$ cat config.mk
export PLATFORM = sky130hd
export DESIGN_NAME = token_length_scanner_flat
export DESIGN_NICKNAME = d
export VERILOG_FILES = /design/src/rtl/tls_pkg.sv /design/src/rtl/tls_if.sv /design/src/rtl/token_length_scanner.sv /design/src/flat_wrapper.sv
export SDC_FILE = /design/constraint.sdc
export NUM_CORES = 1
export LEC_CHECK = 0
export BUFFER_PORTS_ARGS = -buffer_cell sky130_fd_sc_hd__buf_2
export CORE_UTILIZATION = 60
export DETAILED_ROUTE_END_ITERATION = 16
export GPL_TIMING_DRIVEN = 0
export PLACE_DENSITY = 0.81
export RECOVER_POWER = 50
export SYNTH_ARGS = -nofsm -noshare
export SYNTH_HDL_FRONTEND = slang
export SYNTH_SLANG_ARGS = --single-unit
$ cat constraint.sdc
create_clock -name clk -period 8.7 [get_ports clk]
set_clock_uncertainty 0.1 [all_clocks]
set_input_delay 0 -clock clk [delete_from_list [all_inputs] [get_ports clk]]
set_output_delay 0 -clock clk [all_outputs]
set_load 0.02 [all_outputs]
$ cat src/rtl/tls_pkg.sv
`timescale 1ns / 1ps
`default_nettype none
// ----------------------------------------------------------------------------
// tls_pkg: shared types, constants and character classes
// Widths, character codes and the operator pair table for the token scanner.
// ----------------------------------------------------------------------------
package tls_pkg;

  localparam int MAX_TOKEN_LENGTH = 255;
  localparam int CHAR_W           = 8;
  localparam int LEN_W            = 8;
  localparam int CNT_W            = $clog2(MAX_TOKEN_LENGTH + 1);
  localparam int LEN_MAX          = (1 << LEN_W) - 1;

  typedef logic [CHAR_W-1:0] char_t;
  typedef logic [LEN_W-1:0]  len_t;
  typedef logic [CNT_W-1:0]  cnt_t;

  // Character codes
  localparam char_t CH_NONE   = 8'h00;
  localparam char_t CH_TAB    = 8'h09;
  localparam char_t CH_SPACE  = 8'h20;
  localparam char_t CH_ZERO   = 8'h30;
  localparam char_t CH_NINE   = 8'h39;
  localparam char_t CH_DOT    = 8'h2E;
  localparam char_t CH_F      = 8'h66;
  localparam char_t CH_SEMI   = 8'h3B;
  localparam char_t CH_HIGH   = 8'h80;
  localparam char_t CH_LBRACE = 8'h7B;
  localparam char_t CH_RBRACE = 8'h7D;
  localparam char_t CH_COLON  = 8'h3A;
  localparam char_t CH_LPAREN = 8'h28;
  localparam char_t CH_RPAREN = 8'h29;
  localparam char_t CH_LBRACK = 8'h5B;
  localparam char_t CH_RBRACK = 8'h5D;
  localparam char_t CH_CARET  = 8'h5E;
  localparam char_t CH_PCT    = 8'h25;
  localparam char_t CH_COMMA  = 8'h2C;
  localparam char_t CH_STAR   = 8'h2A;
  localparam char_t CH_LT     = 8'h3C;
  localparam char_t CH_GT     = 8'h3E;
  localparam char_t CH_EQ     = 8'h3D;
  localparam char_t CH_BANG   = 8'h21;
  localparam char_t CH_AMP    = 8'h26;
  localparam char_t CH_PLUS   = 8'h2B;
  localparam char_t CH_MINUS  = 8'h2D;
  localparam char_t CH_SLASH  = 8'h2F;

  function automatic logic is_single_punct(input char_t c);
    return (c == CH_LBRACE) || (c == CH_RBRACE) || (c == CH_COLON) ||
           (c == CH_LPAREN) || (c == CH_RPAREN) || (c == CH_LBRACK) ||
           (c == CH_RBRACK) || (c == CH_CARET) || (c == CH_PCT) ||
           (c == CH_COMMA);
  endfunction

  function automatic logic is_pair_starter(input char_t c);
    return (c == CH_STAR) || (c == CH_LT) || (c == CH_GT) || (c == CH_EQ) ||
           (c == CH_BANG) || (c == CH_AMP) || (c == CH_PLUS) ||
           (c == CH_MINUS) || (c == CH_SLASH);
  endfunction

  function automatic logic pair_matches(input char_t first, input char_t second);
    logic m;
    case (first)
      CH_STAR, CH_LT, CH_GT, CH_EQ, CH_BANG: m = (second == CH_EQ);
      CH_AMP:   m = (second == CH_AMP);
      CH_PLUS:  m = (second == CH_EQ) || (second == CH_PLUS);
      CH_MINUS: m = (second == CH_EQ) || (second == CH_MINUS);
      CH_SLASH: m = (second == CH_SLASH) || (second == CH_EQ);
      default:  m = 1'b0;
    endcase
    return m;
  endfunction

  // Reported length is capped at what the length field can hold.
  function automatic len_t cap_len(input cnt_t n);
    len_t r;
    if ({{(32-CNT_W){1'b0}}, n} > LEN_MAX) r = LEN_W'(LEN_MAX);
    else                                   r = LEN_W'(n);
    return r;
  endfunction

endpackage
`default_nettype wire

$ cat src/rtl/tls_if.sv
`timescale 1ns / 1ps
`default_nettype none
// ----------------------------------------------------------------------------
// tls_if: valid/ready channels of the token scanner
// Character input, result output and configuration write channels.
// ----------------------------------------------------------------------------
interface tls_in_if;
  import tls_pkg::*;
  logic  valid;
  logic  ready;
  logic  start_req;
  char_t character;
  modport source (output valid, output start_req, output character, input ready);
  modport sink   (input valid, input start_req, input character, output ready);
endinterface

interface tls_out_if;
  import tls_pkg::*;
  logic valid;
  logic ready;
  len_t token_length;
  logic length_saturated;
  modport source (output valid, output token_length, output length_saturated,
                  input ready);
  modport sink   (input valid, input token_length, input length_saturated,
                  output ready);
endinterface

interface tls_cfg_if;
  logic valid;
  logic ready;
  logic keep_blanks;
  modport source (output valid, output keep_blanks, input ready);
  modport sink   (input valid, input keep_blanks, output ready);
endinterface
`default_nettype wire

$ cat src/rtl/token_length_scanner.sv
`timescale 1ns / 1ps
`default_nettype none
// ----------------------------------------------------------------------------
// token_length_scanner: streaming token length finder
// Counts characters of script source and reports each token's length.
// ----------------------------------------------------------------------------
// Usage:
//   in_ch   : one source character per beat; start_req marks the first
//             character of a new scan and drops any scan in progress.
//   out_ch  : one beat per decided token: token_length and length_saturated.
//   cfg_ch  : keep_blanks write; always ready, write only while idle.
// Result path: a character that decides a token writes its result to the
//   result register (the skid entry if stalled). A two-character operator is
//   decided by the character after it, so the result follows that second beat.
// Throughput: one character per cycle while in_ch is ready. Classification,
//   the counter update and the result select all sit between the scan state and the result register.
// Stall: a result register plus one skid entry; in_ch stays ready while the
//   result register waits on a stalled receiver and drops ready only once
//   the skid entry is also full. Until then characters that decide nothing
//   flow freely.
// Reset: synchronous, active low. Clears the scan state (no scan running,
//   nothing pending), keep_blanks, and both output entries. No clearing pass.
// ----------------------------------------------------------------------------
module token_length_scanner (
  input  wire         clk,
  input  wire         rst_n,
  tls_in_if.sink      in_ch,
  tls_out_if.source   out_ch,
  tls_cfg_if.sink     cfg_ch
);
  import tls_pkg::*;

  // Scan state
  logic  keep_blanks_r;
  logic  scanning_r,  scanning_nxt;
  cnt_t  count_r,     count_nxt;
  logic  ovf_r,       ovf_nxt;
  logic  dot_r,       dot_nxt;
  logic  digits_r,    digits_nxt;
  char_t pend_r,      pend_nxt;

  // Output register and skid entry
  logic  out_v_r, skid_v_r;
  len_t  out_len_r, skid_len_r;
  logic  out_sat_r, skid_sat_r;

  logic  in_fire;
  logic  emit;
  cnt_t  emit_len;
  logic  emit_sat;
  logic  res_fire;

  assign cfg_ch.ready = 1'b1;
  // Stall only when both output entries hold results.
  assign in_ch.ready  = !skid_v_r;
  assign in_fire      = in_ch.valid && in_ch.ready;
  assign res_fire     = in_fire && emit;

  assign out_ch.valid            = out_v_r;
  assign out_ch.token_length     = out_len_r;
  assign out_ch.length_saturated = out_sat_r;

  // Per-character decision. Start_req first replaces the scan state, then
  // the character is classified against that (possibly fresh) state.
  always_comb begin
    char_t c;
    logic  s_scan, s_ovf, s_dot, s_digits, is_digit, f_hit;
    cnt_t  s_cnt;
    char_t s_pend;

    c        = in_ch.character;
    s_scan   = in_ch.start_req || scanning_r;
    s_cnt    = in_ch.start_req ? '0 : count_r;
    s_ovf    = in_ch.start_req ? 1'b0 : ovf_r;
    s_dot    = in_ch.start_req ? 1'b0 : dot_r;
    s_digits = in_ch.start_req ? 1'b1 : digits_r;
    s_pend   = in_ch.start_req ? CH_NONE : pend_r;

    is_digit = (c >= CH_ZERO) && (c <= CH_NINE);

    scanning_nxt = s_scan;
    count_nxt    = s_cnt;
    ovf_nxt      = s_ovf;
    dot_nxt      = s_dot || (c == CH_DOT);
    // f_hit uses the digit flag from before this character
    f_hit        = (c == CH_F) && (s_cnt > CNT_W'(1)) && dot_nxt && s_digits;
    digits_nxt   = s_digits && (is_digit || (c == CH_DOT));
    pend_nxt     = s_pend;
    emit         = 1'b0;
    emit_len     = s_cnt;
    emit_sat     = s_ovf;

    if (!s_scan) begin
      // idle: character dropped
      emit = 1'b0;
    end else if (s_pend != CH_NONE) begin
      // lookahead decides a one- or two-character operator
      emit     = 1'b1;
      emit_len = pair_matches(s_pend, c) ? CNT_W'(2) : CNT_W'(1);
      emit_sat = 1'b0;
    end else if (f_hit) begin
      // float suffix: counted, then token ends
      emit = 1'b1;
      if (s_cnt < CNT_W'(MAX_TOKEN_LENGTH)) begin
        emit_len = s_cnt + CNT_W'(1);
      end else begin
        emit_sat = 1'b1;
      end
    end else if (keep_blanks_r && ((c == CH_TAB) || (c == CH_SPACE))) begin
      emit     = 1'b1;
      emit_len = (s_cnt == '0) ? CNT_W'(1) : s_cnt;
    end else if ((c <= CH_SPACE) || (c >= CH_HIGH) || (c == CH_SEMI)) begin
      emit = 1'b1;
    end else if (is_single_punct(c)) begin
      emit     = 1'b1;
      emit_len = (s_cnt == '0) ? CNT_W'(1) : s_cnt;
    end else if (is_pair_starter(c)) begin
      if (s_cnt == '0) begin
        pend_nxt = c;
      end else begin
        emit = 1'b1;
      end
    end else if ((c == CH_DOT) && (s_cnt == '0)) begin
      // leading dot is a token by itself
      emit     = 1'b1;
      emit_len = CNT_W'(1);
      emit_sat = 1'b0;
    end else if ((c == CH_DOT) && !s_digits) begin
      emit = 1'b1;
    end else begin
      if (s_cnt < CNT_W'(MAX_TOKEN_LENGTH)) begin
        count_nxt = s_cnt + CNT_W'(1);
      end else begin
        ovf_nxt = 1'b1;
      end
    end

    if (emit) begin
      scanning_nxt = 1'b0;
      pend_nxt     = CH_NONE;
    end
  end

  // Configuration and scan state
  always_ff @(posedge clk) begin
    if (!rst_n) begin
      keep_blanks_r <= 1'b0;
      scanning_r    <= 1'b0;
      count_r       <= '0;
      ovf_r         <= 1'b0;
      dot_r         <= 1'b0;
      digits_r      <= 1'b1;
      pend_r        <= CH_NONE;
    end else begin
      if (cfg_ch.valid) begin
        keep_blanks_r <= cfg_ch.keep_blanks;
      end
      if (in_fire) begin
        scanning_r <= scanning_nxt;
        count_r    <= count_nxt;
        ovf_r      <= ovf_nxt;
        dot_r      <= dot_nxt;
        digits_r   <= digits_nxt;
        pend_r     <= pend_nxt;
      end
    end
  end

  // Result register with one skid entry behind it
  always_ff @(posedge clk) begin
    if (!rst_n) begin
      out_v_r  <= 1'b0;
      skid_v_r <= 1'b0;
    end else if (res_fire) begin
      if (out_v_r && !out_ch.ready) begin
        skid_v_r   <= 1'b1;
        skid_len_r <= cap_len(emit_len);
        skid_sat_r <= emit_sat;
      end else begin
        out_v_r   <= 1'b1;
        out_len_r <= cap_len(emit_len);
        out_sat_r <= emit_sat;
      end
    end else if (out_v_r && out_ch.ready) begin
      out_v_r   <= skid_v_r;
      out_len_r <= skid_len_r;
      out_sat_r <= skid_sat_r;
      skid_v_r  <= 1'b0;
    end
  end

endmodule
`default_nettype wire

$ cat src/flat_wrapper.sv
// flat-port wrapper written by rule: the top's interface ports become plain ports
module token_length_scanner_flat import tls_pkg::*;
  (clk, rst_n, in_ch_valid, in_ch_start_req, in_ch_character, in_ch_ready, out_ch_valid, out_ch_token_length, out_ch_length_saturated, out_ch_ready, cfg_ch_valid, cfg_ch_keep_blanks, cfg_ch_ready);
  tls_in_if in_ch_i ();
  tls_out_if out_ch_i ();
  tls_cfg_if cfg_ch_i ();
  input  wire clk;
  input  wire rst_n;
  input wire logic [$bits(in_ch_i.valid)-1:0] in_ch_valid;
  input wire logic [$bits(in_ch_i.start_req)-1:0] in_ch_start_req;
  input wire logic [$bits(in_ch_i.character)-1:0] in_ch_character;
  output wire logic [$bits(in_ch_i.ready)-1:0] in_ch_ready;
  output wire logic [$bits(out_ch_i.valid)-1:0] out_ch_valid;
  output wire logic [$bits(out_ch_i.token_length)-1:0] out_ch_token_length;
  output wire logic [$bits(out_ch_i.length_saturated)-1:0] out_ch_length_saturated;
  input wire logic [$bits(out_ch_i.ready)-1:0] out_ch_ready;
  input wire logic [$bits(cfg_ch_i.valid)-1:0] cfg_ch_valid;
  input wire logic [$bits(cfg_ch_i.keep_blanks)-1:0] cfg_ch_keep_blanks;
  output wire logic [$bits(cfg_ch_i.ready)-1:0] cfg_ch_ready;
  assign in_ch_i.valid = in_ch_valid;
  assign in_ch_i.start_req = in_ch_start_req;
  assign in_ch_i.character = in_ch_character;
  assign in_ch_ready = in_ch_i.ready;
  assign out_ch_valid = out_ch_i.valid;
  assign out_ch_token_length = out_ch_i.token_length;
  assign out_ch_length_saturated = out_ch_i.length_saturated;
  assign out_ch_i.ready = out_ch_ready;
  assign cfg_ch_i.valid = cfg_ch_valid;
  assign cfg_ch_i.keep_blanks = cfg_ch_keep_blanks;
  assign cfg_ch_ready = cfg_ch_i.ready;
  token_length_scanner u_core (.clk(clk), .rst_n(rst_n), .in_ch(in_ch_i), .out_ch(out_ch_i), .cfg_ch(cfg_ch_i));
endmodule
==> results_dict.tcl <==
set metrics [dict create \
    async_flop_share 0 \
    insertion_delay_ns 0.30 \
    finalSetupViolations 0 \
    r2r_setup_slack_ns 5.25 \
    port_buffers 23 \
    min_period_ns 3.94 \
    ys_seq_area_frac 0.365 \
    period_share 0.453 \
    syn_inst 311 \
    synthFlopType "dfxtp_1" \
    initial_core_util 0.625 \
    avgSynthCellArea_um2 8.81 \
    diodes 0 \
    grt.overflow.total 0 \
    antenna_found_initial 0 \
    antenna_left 0 \
    setup_tns_ns 0 \
    synth.cell_area_um2 2740 \
    vdd_ir_drop_max_uv 73.4 \
    ctsHtreeMaxLevel 2 \
    post-route-cell-area_um2 3020 \
    cts_root_buffer "clkbuf_8" \
    drc 0 \
    ys_ff_latch 41 \
    synth_area_leaders "edfxtp_1, dfxtp_1, nand2_1, mux2_1, nor2_1" \
    startpoint_type "input pin" \
    yosys_warnings 0 \
    dr.first_iter.drc_count 176 \
    placedCellCount 387 \
    slew_viol_final 0 \
    rr_worst_depth 6 \
    die_w_um 69.6 \
    die_h_um 69.6 \
    areaGrowthSynthToFinish_pct 10.3 \
    r2r_start "u_core.count_r[2]" \
    syn_nets 329 \
    grt_pass1_vias 2338 \
    grt_pass1_wl_mm 11.7 \
    stdcell_count 400 \
    viasPerCell 6.55 \
    first_pass_iters 5 \
    clk_pin_slew_ns 0.08 \
    rsz0062_at_grt "false" \
    vias 2619 \
    final_common_cell "nand2_1" \
    cp_max_fo 10 \
    synth_top_area_cell "edfxtp_1" \
    min-delay-start "in_ch_valid" \
    grt_usage 0.305 \
    hpwl_mm 5.20 \
    placed_area_um2 2930 \
    drt-total-wl_mm 7.00 \
    place_congestion 0.946 \
    die_area_um2 4840 \
    p_leak_nw 1.04 \
    cts_tree "yes" \
    wl_per_cell_um 17.5 \
    cts.repair.resized 0 \
    finalHoldViolations 0 \
    clockBufferDepth 2 \
    end_kind "flop" \
    grt_max_degree 14 \
    drive_gt1_frac 0.0948 \
    worstHoldPathType "input pin to flop" \
    clock.fmax_mhz 254 \
    cts_buffers 5 \
    powerDensity_nw_per_um2 130 \
    synth.distinct_cells 70 \
    final_cell_mix "nand2_1, clkbuf_1, nor2_1, dfxtp_1, edfxtp_1" \
    worst_ep_required_time_ns 8.51 \
    maxCapViolCount 0 \
    cp.arrival_ns 3.76 \
    worst_slew_pin_slew_ns 1.17 \
    multi_input_area_um2 1610 \
    whs_path_depth 4 \
    worstSetupStartpoint "in_ch_character[4]" \
    core_area_um2 4380 \
    final_nets 365 \
    io_pins 27 \
    relSlewSlack 0.217 \
    status "finished clean" \
    ff_latch_area_um2 1000 \
    synth_edf_count 18 \
    synth_top_cell_area_share 0.197 \
    cts.sinks 41 \
    rows 24 \
    path_class "input pin to flop" \
    n_fill_cell 381 \
]
[logic make-up after synthesis]
kind of cell,Yosys count,synth area share
other,1,0.00137
adders and majority gates,3,0.0137
and+or+nand+nor,147,0.303
muxes,14,0.0557
AOI/OAI and AO/OA,77,0.215
buffers and inverters,25,0.0365
DFF,41,0.365
xor gates and xnor gates,3,0.00959
[synthesized netlist by cell type (3+ instances only)]
library cell and instances:
nor2_1 24, nor3_1 15, nor2b_1 7, clkbuf_1 11, a22oi_1 3, nor4_1 9, a31o_2 3, a22o_1 5
nand3b_1 6, a21oi_1 15, or4_1 4, ha_1 3, nand4_1 4, and3_1 3, inv_1 9, nand2_1 32
o211a_1 3, nand3_1 9, dfxtp_1 23, o21ai_0 11, mux2_1 9, a31oi_1 5, edfxtp_1 18, mux2i_1 4
nand2b_1 10
[power breakdown]
| group | internal (mW) | switching (mW) |
|---|---|---|
| logic | 0.0194 | 0.0361 |
| registers | 0.204 | 0.00257 |
| clock network | 0.0645 | 0.0662 |
[cell type report]
class / count / share of cell area
Timing Repair Buffer: 29 / 0.0517
Multi-Input combinational cell: 245 / 0.532
Clock inverter: 1 / 0.00248
Inverter: 9 / 0.0112
Tap cell: 52 / 0.0215
Clock buffer: 7 / 0.0286
Sequential cell: 41 / 0.331
Buffer: 16 / 0.0211
[flip-flops by register name, indices dropped and copies added (netlist names)]
signal,count
u_core.out_ch.token_length,8
u_core.skid_len_r,8
u_core.digits_r,1
u_core.pend_r,8
u_core.dot_r,1
u_core.keep_blanks_r,1
u_core.scanning_r,1
u_core.out_ch.length_saturated,1
u_core.skid_v_r,1
u_core.count_r,8
u_core.skid_sat_r,1
u_core.ovf_r,1
u_core.out_ch.valid,1
[worst paths after layout]
| kind | endpoint |
|---|---|
| worst min-delay path | u_core.count_r[4] |
| worst max register to register | u_core.out_ch.token_length[7] |
| worst max-delay path | u_core.out_ch.token_length[7] |
| worst min register to register | u_core.pend_r[7] |
[what timing repair did]
action | CTS | global route
hold endpoints to repair | 9 | 0
buffers inserted | 0 | 0
endpoints found under the setup margin | 0 | 0
hold buffers | 5 | 0
[worst max-delay path, cell delays in order]
cell and delay [ns]:
dlygate4sd3_1 0.53, clkbuf_1 0.22, or4b_1 0.55, clkbuf_1 0.20, or3_4 0.43, o211a_1 0.27
o2111ai_1 0.48, nand3_1 0.13, a21oi_1 0.94
[per-stage QoR]
stage	utilization	hold WS [ns]	total power [mW]	setup slack, ns
2_1_floorplan	-	0.0468	0.248	5.55
3_3_place_gp	0.666	0.137	0.264	4.46
3_5_place_dp	0.668	0.142	0.265	4.65
4_1_cts	0.700	0.00118	0.393	4.95
5_1_grt	0.689	0.0683	0.404	4.52
6_report	0.689	0.00429	0.392	4.76
[metal layers]
metal | vias up | share of wire | track usage
li1 | 1260 | - | -
met1 | 1227 | 0.44 | 0.432
met2 | 123 | 0.45 | 0.475
met3 | 9 | 0.093 | 0.0596
met4 | 0 | 0.014 | 0.0884
met5 | - | 0 | 0
(Power assumes the default switching activity.)
